==> src/rtl/core/wmcd_pkg.sv <==
package wmcd_pkg;

    // Field widths of the sample, the result and the configuration registers.
    localparam int COST_W  = 32;
    localparam int COUNT_W = 16;
    localparam int BAND_W  = 16;

    // (n-1)*old is COST_W+COUNT_W bits wide; adding the sample needs one more.
    localparam int PROD_W = COST_W + COUNT_W;
    localparam int NUM_W  = PROD_W + 1;
    // Band products (2^16 +/- eps) * old are COST_W+BAND_W+1 bits wide.
    localparam int BAND_PROD_W = COST_W + BAND_W + 1;

    localparam int MUL_STEPS = COUNT_W;
    localparam int DIV_STEPS = NUM_W;

    localparam int OUT_DATA_W = 48;

    // Configuration register indexes.
    typedef enum logic [0:0] {
        CFG_WINDOW_SIZE   = 1'b0,
        CFG_BAND_FRACTION = 1'b1
    } cfg_index_t;

    typedef enum logic [4:0] {
        ST_IDLE = 5'b00001,
        ST_MUL  = 5'b00010,
        ST_DIV  = 5'b00100,
        ST_BAND = 5'b01000,
        ST_DONE = 5'b10000
    } state_t;

    // Handshake between the sequencer and an iterative unit.
    typedef struct packed {
        logic start;
    } unit_ctrl_t;

    typedef struct packed {
        logic busy;
        logic done;
    } unit_stat_t;

endpackage

==> src/rtl/core/wmcd_mul.sv <==
module wmcd_mul (
    input  logic                                   aclk,
    input  logic                                   aresetn,
    input  wmcd_pkg::unit_ctrl_t                   ctrl,
    input  logic [wmcd_pkg::COST_W-1:0]            multiplicand,
    input  logic [wmcd_pkg::COUNT_W-1:0]           multiplier,
    output wmcd_pkg::unit_stat_t                   stat,
    output logic [wmcd_pkg::PROD_W-1:0]            product
);
    import wmcd_pkg::*;

    localparam int STEP_W = $clog2(MUL_STEPS);

    // Shift-and-add, one multiplier bit per cycle. The multiplier sits in the
    // low bits of the product register and is shifted out as partial sums
    // shift in from the top.
    logic [PROD_W-1:0] prod_reg, prod_next;
    logic [COST_W-1:0] mcand_reg, mcand_next;
    logic [STEP_W-1:0] step_reg, step_next;
    logic              busy_reg, busy_next;
    logic              done_reg, done_next;
    logic [COST_W:0]   partial;

    always_comb begin
        partial    = {1'b0, prod_reg[PROD_W-1:COUNT_W]};
        if (prod_reg[0]) begin
            partial = partial + {1'b0, mcand_reg};
        end
        prod_next  = prod_reg;
        mcand_next = mcand_reg;
        step_next  = step_reg;
        busy_next  = busy_reg;
        done_next  = 1'b0;
        if (ctrl.start) begin
            prod_next  = {{COST_W{1'b0}}, multiplier};
            mcand_next = multiplicand;
            step_next  = '0;
            busy_next  = 1'b1;
        end else if (busy_reg) begin
            prod_next = {partial, prod_reg[COUNT_W-1:1]};
            step_next = step_reg + 1'b1;
            if (step_reg == STEP_W'(MUL_STEPS - 1)) begin
                busy_next = 1'b0;
                done_next = 1'b1;
            end
        end
    end

    always_ff @(posedge aclk) begin
        if (!aresetn) begin
            busy_reg <= 1'b0;
            done_reg <= 1'b0;
            step_reg <= '0;
        end else begin
            busy_reg <= busy_next;
            done_reg <= done_next;
            step_reg <= step_next;
        end
        prod_reg  <= prod_next;
        mcand_reg <= mcand_next;
    end

    assign product   = prod_reg;
    assign stat.busy = busy_reg;
    assign stat.done = done_reg;

endmodule

==> src/rtl/core/wmcd_div.sv <==
module wmcd_div (
    input  logic                                   aclk,
    input  logic                                   aresetn,
    input  wmcd_pkg::unit_ctrl_t                   ctrl,
    input  logic [wmcd_pkg::NUM_W-1:0]             numerator,
    input  logic [wmcd_pkg::COUNT_W-1:0]           divisor,
    output wmcd_pkg::unit_stat_t                   stat,
    output logic [wmcd_pkg::COST_W-1:0]            quotient
);
    import wmcd_pkg::*;

    localparam int STEP_W = $clog2(DIV_STEPS);

    // Restoring division, one quotient bit per cycle. Quotient bits shift in
    // at the bottom of the numerator register as numerator bits leave the top.
    logic [NUM_W-1:0]   num_reg, num_next;
    logic [COUNT_W-1:0] rem_reg, rem_next;
    logic [COUNT_W-1:0] div_reg, div_next;
    logic [STEP_W-1:0]  step_reg, step_next;
    logic               busy_reg, busy_next;
    logic               done_reg, done_next;
    logic [COUNT_W:0]   trial;
    logic [COUNT_W:0]   diff;
    logic               fits;

    always_comb begin
        trial     = {rem_reg, num_reg[NUM_W-1]};
        diff      = trial - {1'b0, div_reg};
        fits      = (trial >= {1'b0, div_reg});
        num_next  = num_reg;
        rem_next  = rem_reg;
        div_next  = div_reg;
        step_next = step_reg;
        busy_next = busy_reg;
        done_next = 1'b0;
        if (ctrl.start) begin
            num_next  = numerator;
            rem_next  = '0;
            div_next  = divisor;
            step_next = '0;
            busy_next = 1'b1;
        end else if (busy_reg) begin
            num_next  = {num_reg[NUM_W-2:0], fits};
            rem_next  = fits ? diff[COUNT_W-1:0] : trial[COUNT_W-1:0];
            step_next = step_reg + 1'b1;
            if (step_reg == STEP_W'(DIV_STEPS - 1)) begin
                busy_next = 1'b0;
                done_next = 1'b1;
            end
        end
    end

    always_ff @(posedge aclk) begin
        if (!aresetn) begin
            busy_reg <= 1'b0;
            done_reg <= 1'b0;
            step_reg <= '0;
        end else begin
            busy_reg <= busy_next;
            done_reg <= done_next;
            step_reg <= step_next;
        end
        num_reg <= num_next;
        rem_reg <= rem_next;
        div_reg <= div_next;
    end

    // The quotient never exceeds the larger of the old mean and the sample.
    assign quotient  = num_reg[COST_W-1:0];
    assign stat.busy = busy_reg;
    assign stat.done = done_reg;

endmodule

==> src/rtl/core/windowed_mean_convergence_detector_core.sv <==
// Windowed running-mean convergence detector. Every sample transfer on the
// s_ channel carries one unsigned Q16.16 cost and yields exactly one result
// transfer on the m_ channel with the updated running mean, the sample count
// and a sticky converged flag. The count saturates at window_size (a window of
// zero acts as one), the mean becomes ((n-1)*old + sample)/n truncated, and
// the flag sets once the count equals the window and the new mean lies
// strictly inside the band old*(1 -/+ band_fraction/2^16), compared exactly.
// From acceptance until its result is registered, a sample passes through the
// bit-serial multiplier that forms (n-1)*old (the band product old*eps runs
// alongside in a second one), a step to see the multiplier finish and start
// the divider, the bit-serial restoring divider, a step to take the quotient,
// one to form the band limits and one to compare and update the state, which
// waits until the output register is free. The divider is the longest step.
// s_tready rises again in the same cycle as the result's m_tvalid, so a new
// sample is taken only once the last one's result is registered. The result
// sits in an output register, so the next sample is taken while a finished
// result still waits for m_tready. Configuration writes are always accepted
// and should be made only while no sample is in flight.
module windowed_mean_convergence_detector_core (
    input  logic                                   aclk,
    input  logic                                   aresetn,
    // Configuration write channel.
    input  logic                                   cfg_valid,
    output logic                                   cfg_ready,
    input  logic [0:0]                             cfg_index,
    input  logic [15:0]                            cfg_data,
    // Sample input channel.
    input  logic                                   s_tvalid,
    output logic                                   s_tready,
    input  logic [31:0]                            s_tdata,  // [31:0] cost_sample
    // Result channel.
    output logic                                   m_tvalid,
    input  logic                                   m_tready,
    output logic [wmcd_pkg::OUT_DATA_W-1:0]        m_tdata,  // [31:0] mean_value,
                                                             // [47:32] sample_count
    output logic                                   m_tuser   // [0] converged
);
    import wmcd_pkg::*;

    // Configuration registers.
    logic [COUNT_W-1:0] window_reg, window_next;
    logic [BAND_W-1:0]  band_reg, band_next;

    // Detector state carried from sample to sample.
    logic [COST_W-1:0]  mean_reg, mean_next;
    logic [COUNT_W-1:0] count_reg, count_next;
    logic               conv_reg, conv_next;

    // Per-sample working registers.
    state_t             state_reg, state_next;
    logic [COST_W-1:0]  sample_reg, sample_next;
    logic [COST_W-1:0]  old_reg, old_next;
    logic [COUNT_W-1:0] n_reg, n_next;
    logic               at_win_reg, at_win_next;
    logic [COST_W-1:0]  new_mean_reg, new_mean_next;
    logic [BAND_PROD_W-1:0] lower_reg, lower_next;
    logic [BAND_PROD_W-1:0] upper_reg, upper_next;

    // Output register.
    logic                  m_valid_reg, m_valid_next;
    logic [OUT_DATA_W-1:0] m_data_reg, m_data_next;
    logic                  m_user_reg, m_user_next;

    // Iterative units.
    unit_ctrl_t         mul_ctrl, div_ctrl;
    unit_stat_t         mul_stat, band_stat, div_stat;
    logic [PROD_W-1:0]  mul_prod, band_prod;
    logic [COST_W-1:0]  div_quot;
    logic [NUM_W-1:0]   numerator;

    // Helpers for the count and the band.
    logic [COUNT_W-1:0]     win_eff;
    logic [COUNT_W:0]       count_inc;
    logic [COUNT_W-1:0]     n_calc;
    logic [COUNT_W-1:0]     n_minus1;
    logic [BAND_PROD_W-1:0] old_shifted;
    logic [BAND_PROD_W-1:0] mean_shifted;
    logic [BAND_PROD_W-1:0] eps_old;
    logic                   in_band;
    logic                   out_free;
    logic                   s_accept;

    assign cfg_ready = 1'b1;
    assign s_tready  = state_reg[0];
    assign s_accept  = s_tvalid && s_tready;
    assign out_free  = !m_valid_reg || m_tready;

    // n = min(count + 1, max(window, 1)).
    always_comb begin
        win_eff   = (window_reg == '0) ? COUNT_W'(1) : window_reg;
        count_inc = {1'b0, count_reg} + 1'b1;
        n_calc    = (count_inc > {1'b0, win_eff}) ? win_eff : count_inc[COUNT_W-1:0];
        n_minus1  = n_calc - 1'b1;
    end

    assign mul_ctrl.start = s_accept;
    assign numerator      = {1'b0, mul_prod} + {{(NUM_W-COST_W){1'b0}}, sample_reg};

    // The band limits are old*2^16 -/+ old*eps; eps < 2^16, so the lower one
    // never wraps.
    assign old_shifted  = {1'b0, old_reg, {BAND_W{1'b0}}};
    assign mean_shifted = {1'b0, new_mean_reg, {BAND_W{1'b0}}};
    assign eps_old      = {1'b0, band_prod};
    assign in_band      = (mean_shifted > lower_reg) && (mean_shifted < upper_reg);

    always_comb begin
        window_next   = window_reg;
        band_next     = band_reg;
        mean_next     = mean_reg;
        count_next    = count_reg;
        conv_next     = conv_reg;
        state_next    = state_reg;
        sample_next   = sample_reg;
        old_next      = old_reg;
        n_next        = n_reg;
        at_win_next   = at_win_reg;
        new_mean_next = new_mean_reg;
        lower_next    = lower_reg;
        upper_next    = upper_reg;
        m_valid_next  = m_valid_reg;
        m_data_next   = m_data_reg;
        m_user_next   = m_user_reg;
        div_ctrl.start = 1'b0;

        if (cfg_valid && cfg_ready) begin
            case (cfg_index_t'(cfg_index))
                CFG_WINDOW_SIZE:   window_next = cfg_data;
                CFG_BAND_FRACTION: band_next   = cfg_data;
                default:           ;
            endcase
        end

        if (m_valid_reg && m_tready) begin
            m_valid_next = 1'b0;
        end

        case (state_reg)
            ST_IDLE: begin
                if (s_accept) begin
                    sample_next = s_tdata;
                    old_next    = mean_reg;
                    n_next      = n_calc;
                    at_win_next = (n_calc == win_eff);
                    state_next  = ST_MUL;
                end
            end
            ST_MUL: begin
                if (mul_stat.done) begin
                    div_ctrl.start = 1'b1;
                    state_next     = ST_DIV;
                end
            end
            ST_DIV: begin
                if (div_stat.done) begin
                    new_mean_next = div_quot;
                    state_next    = ST_BAND;
                end
            end
            ST_BAND: begin
                lower_next = old_shifted - eps_old;
                upper_next = old_shifted + eps_old;
                state_next = ST_DONE;
            end
            ST_DONE: begin
                // Hold here until the output register can take the result.
                if (out_free) begin
                    mean_next    = new_mean_reg;
                    count_next   = n_reg;
                    conv_next    = conv_reg || (at_win_reg && in_band);
                    m_valid_next = 1'b1;
                    m_data_next  = {n_reg, new_mean_reg};
                    m_user_next  = conv_reg || (at_win_reg && in_band);
                    state_next   = ST_IDLE;
                end
            end
            default: begin
                state_next = ST_IDLE;
            end
        endcase
    end

    always_ff @(posedge aclk) begin
        if (!aresetn) begin
            window_reg  <= COUNT_W'(10);
            band_reg    <= BAND_W'(655);
            mean_reg    <= '0;
            count_reg   <= '0;
            conv_reg    <= 1'b0;
            state_reg   <= ST_IDLE;
            m_valid_reg <= 1'b0;
        end else begin
            window_reg  <= window_next;
            band_reg    <= band_next;
            mean_reg    <= mean_next;
            count_reg   <= count_next;
            conv_reg    <= conv_next;
            state_reg   <= state_next;
            m_valid_reg <= m_valid_next;
        end
        sample_reg   <= sample_next;
        old_reg      <= old_next;
        n_reg        <= n_next;
        at_win_reg   <= at_win_next;
        new_mean_reg <= new_mean_next;
        lower_reg    <= lower_next;
        upper_reg    <= upper_next;
        m_data_reg   <= m_data_next;
        m_user_reg   <= m_user_next;
    end

    // (n-1) * old, feeding the numerator of the mean update.
    wmcd_mul u_mul_weight (
        .aclk         (aclk),
        .aresetn      (aresetn),
        .ctrl         (mul_ctrl),
        .multiplicand (mean_reg),
        .multiplier   (n_minus1),
        .stat         (mul_stat),
        .product      (mul_prod)
    );

    // old * eps, the half-width of the tolerance band. It runs in lockstep
    // with the weight multiplier.
    wmcd_mul u_mul_band (
        .aclk         (aclk),
        .aresetn      (aresetn),
        .ctrl         (mul_ctrl),
        .multiplicand (mean_reg),
        .multiplier   (band_reg),
        .stat         (band_stat),
        .product      (band_prod)
    );

    wmcd_div u_div (
        .aclk      (aclk),
        .aresetn   (aresetn),
        .ctrl      (div_ctrl),
        .numerator (numerator),
        .divisor   (n_reg),
        .stat      (div_stat),
        .quotient  (div_quot)
    );

    assign m_tvalid = m_valid_reg;
    assign m_tdata  = m_data_reg;
    assign m_tuser  = m_user_reg && !(band_stat.busy && 1'b0);

endmodule

==> config.mk <==
export PLATFORM = sky130hd
export DESIGN_NAME = windowed_mean_convergence_detector_core
export DESIGN_NICKNAME = d
export VERILOG_FILES = /design/src/rtl/core/wmcd_pkg.sv /design/src/rtl/core/wmcd_mul.sv /design/src/rtl/core/wmcd_div.sv /design/src/rtl/core/windowed_mean_convergence_detector_core.sv
export SDC_FILE = /design/constraint.sdc
export NUM_CORES = 1
export LEC_CHECK = 0
export BUFFER_PORTS_ARGS = -buffer_cell sky130_fd_sc_hd__buf_2
export CORE_ASPECT_RATIO = 0.9
export CORE_MARGIN = 2
export CORE_UTILIZATION = 57
export CTS_BUF_LIST = sky130_fd_sc_hd__clkbuf_16
export DETAILED_ROUTE_END_ITERATION = 10
export PLACE_DENSITY = 0.78
export RECOVER_POWER = 25
export REMOVE_ABC_BUFFERS = 1
export SYNTH_ARGS = -nofsm -noshare
export SYNTH_HDL_FRONTEND = slang
export SYNTH_HIERARCHICAL = 1
export SYNTH_SLANG_ARGS = --single-unit
==> constraint.sdc <==
create_clock -name aclk -period 6 [get_ports aclk]
set_clock_uncertainty 0.15 [all_clocks]
set_input_delay 1.2 -clock aclk [delete_from_list [all_inputs] [get_ports aclk]]
set_output_delay 1.2 -clock aclk [all_outputs]
set_load 0.1 [all_outputs]
* After elaboration in Yosys (flattened, before gate mapping)
Cells that the tools add are included.
Word-level totals: word-level logic and storage cells 117, output and inout bits 52, input bits 54, flip-flop bits (word level) 575
Operators by class: eq/ne operators 13, bitwise gates (word level) 4, reductions and logical operators 21, add/subtract/negate cells 11, magnitude comparators 4, muxes and demuxes 32
Operators with widths (number):
- 2-to-1 mux 16 bit | 7
- 2-to-1 mux 49 bit | 2
- adder 32 x 32 -> 33 bit | 2
- 2-to-1 mux 33 bit | 2
- adder 48 x 32 -> 49 bit | 1
- adder 48 x 48 -> 49 bit | 1
- > comparator 48 x 49 -> 1 bit | 1
- less-than comparator 48 x 49 -> 1 bit | 1
- subtractor 48 x 48 -> 49 bit | 1
- case mux 5 bit (5 select lines) | 1
- 2-to-1 mux 5 bit | 4
- adder 16 x 1 -> 17 bit (second input constant) | 1
- >= comparator 17 x 16 -> 1 bit | 1
- > comparator 17 x 16 -> 1 bit | 1
- equality test 16 bit | 1
- logical NOT 16 bit | 1
- 2-to-1 mux 1 bit | 16
- subtractor 16 x 1 -> 16 bit (second input constant) | 1
- subtractor 16 bit | 1
- AND reduction 2 bit | 5
- adder 4 x 1 -> 4 bit (second input constant) | 2
- equality test 4 bit (second input constant) | 2
- adder 6 x 1 -> 6 bit (second input constant) | 1
- equality test 6 bit (second input constant) | 1
- other kinds (15) | 28

* Longest topological paths before layout
word-level depth 6, gate-level depth with buffers 23, depth with buffers taken out 21

* Cells and area by module
Netlist, hierarchy kept.
Modules (own cells, without submodules):
- windowed_mean_convergence_detector_core | cells an instance 1974, seq. area each 9519.1 µm², instances 1, area each 19975.4 µm²
- wmcd_mul at u_mul_band | cells an instance 529, seq. area each 2202.1 µm², instances 1, area each 5193.7 µm²
- wmcd_mul at u_mul_weight | cells an instance 529, seq. area each 2202.1 µm², instances 1, area each 5143.7 µm²
- wmcd_div | cells an instance 426, seq. area each 2432.3 µm², instances 1, area each 4865.9 µm²

* Worst setup path after synthesis
Ideal clock, no wire load.
path kind register to register, start register count_reg[0], end register u_mul_weight.prod_reg[12] (netlist: u_mul_weight/product[12]), data pin, buffers on the path 2, clock period less this slack 5.664 ns, required time 5.590 ns, cell stages (with the launch flop) 23, setup slack 0.336 ns, library setup time 0.260 ns, data arrival time 5.255 ns, cell sequence dfxtp_1 -> ha_1 -> nand3_1 -> nor4_1 -> nand3_1 -> xnor2_1 -> ha_1 -> a21o_1 -> a211o_1 -> a21oi_1 -> o221ai_1 -> a32oi_1 -> clkbuf_1 -> clkbuf_1 -> nor2_1 -> a21oi_1 -> ha_1 -> nor4b_1 -> mux2_2 -> o21ai_0 -> nor2_1 -> xor2_1 -> mux2_2
On the way: cells in the longest elaborated chain, start to end 5
RTL lines:
- from (decl) | line windowed_mean_convergence_detector_core.sv:46 | logic [COUNT_W-1:0] count_reg, count_next;
- from (signal assigned) | line windowed_mean_convergence_detector_core.sv:195 | count_reg <= count_next;
- adder 16 x 1 -> 17 bit (*) | line windowed_mean_convergence_detector_core.sv:91 | count_inc = {1'b0, count_reg} + 1'b1;
- > comparator 17 x 16 -> 1 bit | line windowed_mean_convergence_detector_core.sv:92 | n_calc = (count_inc > {1'b0, win_eff}) ? win_eff : count_inc[COUNT_W-1:0];
- 2-to-1 mux 16 bit (*) | line windowed_mean_convergence_detector_core.sv:92
- subtractor 16 x 1 -> 16 bit (*) | line windowed_mean_convergence_detector_core.sv:93 | n_minus1 = n_calc - 1'b1;
- net n_minus1[12] | line windowed_mean_convergence_detector_core.sv:75 | logic [COUNT_W-1:0] n_minus1;
- 2-to-1 mux 16 bit (*) | line wmcd_mul.sv:34 | if (ctrl.start) begin
- net u_mul_weight.prod_next[12] | line wmcd_mul.sv:17 | logic [PROD_W-1:0] prod_reg, prod_next;
- to (signal assigned) | line wmcd_mul.sv:59 | prod_reg <= prod_next;
- to (decl) | line wmcd_mul.sv:17
The timed path passes the listed nets; every way through them passes the cells marked *. A chain may end at the register's enable or synchronous reset.

* Final worst setup path
start register count_reg[1], end register u_mul_weight.prod_reg[10] (netlist: u_mul_weight/product[10]), data pin
Same word-level chain as after synthesis.

==> results.md <==
* Status: finished with violations
* Violated checks: max-capacitance violations, max-slew violations
* Clock Latency Late Sink at between 0.6 and 0.7 ns
* Via Count at about 26000
* Final Max Tran Viols at 170
* Startpoint types: register
* Root Buffer: clkbuf_16
* Total power at 0.0118 W
* Placed Instances at between 4000 and 5000
* Post-CTS setup repair buffer count at 0
* Hold path startpoint: u_div/num_reg[9]
* First-pass DRT Iterations at 6
* Synth warn at 6
* Post-CTS Resized at 0
* DP HPWL at 64300 um
* Max frequency at between 150 and 200 MHz
* FP Rows at 86
* CTS tree: done
* Leak at between 15 and 20 nW
* Fin worst setup slack at around 0.46 ns
* Vias/cell at around 6
* Final Hold Fails at 0
* Most common cell after layout, fill and taps aside: edfxtp_1
* Initial Util at 0.575
* Total Die Area at around 64000 um^2
* Multi-input logic area at between 15000 and 20000 um^2
* Clock-pin slew on the worst setup and hold paths at about 0.060 ns
* Type of the worst min-delay path: register to register
* WL final at about 89000 um
* CP endpoint kind: register
* R2R Path Start: count_reg[1]
* Vias in the first global route at 24800
* Hold Path End: new_mean_reg[9]
* Worst Hold Depth at 0
* RSZ-0062 raised after global routing: no
* Fin crit share at 0.924
* Req. time, crit path at between 6 and 7 ns
* Final-layout fill cell count at a little under 5000
* Post-Syn Area at around 35000 um^2
* VDD IR max at roughly 0.34 mV
* Worst flop-to-flop path endpoint: u_mul_weight/product[10]
* H-tree Lvls at 3
* Post-layout min period at between 5 and 6 ns
* Core footprint at approximately 61000 um^2
* Die Ht at 239 um
* # IOs at ~110
* Power per Cell Area at ~300 nW/um^2
* Final Net Count at 3795
* Clock sinks at between 600 and 700
* Type of the worst setup path: register to register
* GPL Wtd Cong at about 0.95
* Max Buffers Root-to-Sink at 3
* I/O Buffers at between 100 and 150
* GRT overflow at 0
* Most frequent cells in the layout: edfxtp_1, nand2_1, ha_1
* CTS Buf Count at 67
* R2R setup slack at approximately 0.46 ns
* Place WS at 0.558 ns
* Initial antenna violation count at 2
* Remaining antenna violation count at 0
* Mapped Cells at approximately 3500
* Pin count of the biggest net entering global routing at slightly below 70
* Worst Max-Slew Pin Slew at 3.30 ns
* Syn-to-layout area delta at 8.68%
* Post-CTS Hold Fix Bufs at 0
* First-pass GRT wire length at roughly 140000 um
* Setup Viol. Count Final at 0
* Relative slew slack at -1.20
* Setup TNS at 0 ns
* Fin cells at 4320
* # DRC at 0
* Layout cells sized above 1 at 0.0964
* Crit path max fanout at 5
* Synth Area per Inst at between 10 and 15 um^2
* Max Cap Viol at 4
* First DRT Iteration DRCs at ~3000
* WP data arrival at 5.75 ns
* Worst R2R Path Depth at 21
* Flip-flop and latch area at 16300 um^2
* Avg WL per Cell at about 21 um
* Gr usage total at 0.278
* Die width at around 270 um
where the power goes:
group	switching (W)	leakage, nW	internal (W)	total, W
sequential	0.000241	5.46	0.00475	0.00499
clock	0.00177	1.10	0.00236	0.00413
combinational	0.00161	8.65	0.00102	0.00263
through the flow:
step | hold WS, ns | util | area (um^2)
after floorplan | 0.272 | - | 34300
after global placement | 0.283 | 0.589 | 36000
after detailed placement | 0.288 | 0.589 | 36000
after CTS | 0.295 | 0.625 | 38200
after global routing | 0.310 | 0.624 | 38200
final | 0.291 | 0.624 | 38200
metal layers:
metal	up-vias	share of wire	track usage
met1	12600	0.45	0.402
met3	153	0.070	0.0400
met5	-	0.00015	0
li1	12600	-	-
met4	2	0.029	0.0844
met2	996	0.45	0.434
cell type report:
class	count	share of cell area
sequential	606	0.428
antenna	1	0.0000656
clock inverter	53	0.0120
timing repair buffer	125	0.0170
inverter	232	0.0229
tap	792	0.0260
multi-input combinational	2441	0.448
clock buffer	70	0.0459
worst max-delay path, stage by stage, from the launching register on:
cell and delay (ns):
dfxtp_1 0.38, ha_1 0.21, nand3_1 0.24, nor4_1 0.32
buf_4 0.21, nand3_1 0.10, xnor2_1 0.34, ha_1 0.31
a21o_1 0.18, a211o_1 0.29, a21oi_1 0.12, o221ai_1 0.14
a32oi_2 0.30, nor2_1 0.07, a21oi_1 0.20, ha_1 0.28
nor4b_1 0.36, mux2_2 0.29, o21ai_0 0.25, nor2_1 0.20
xor2_1 0.09, mux2_2 0.28
how the worst max path moves through the flow:
stage	startpoint	endpoint	slack, ns	cells past startpoint
floorplan	count_reg[0]	u_mul_weight/product[8]	-0.83	19
global placement	count_reg[1]	u_mul_weight/product[10]	0.72	21
detailed placement	count_reg[1]	u_mul_weight/product[10]	0.56	21
CTS	count_reg[1]	u_mul_weight/product[10]	0.56	21
global route	count_reg[1]	u_mul_weight/product[10]	0.06	21
finish	count_reg[1]	u_mul_weight/product[10]	0.46	21
Note: power is estimated with default switching activity, not from simulation.
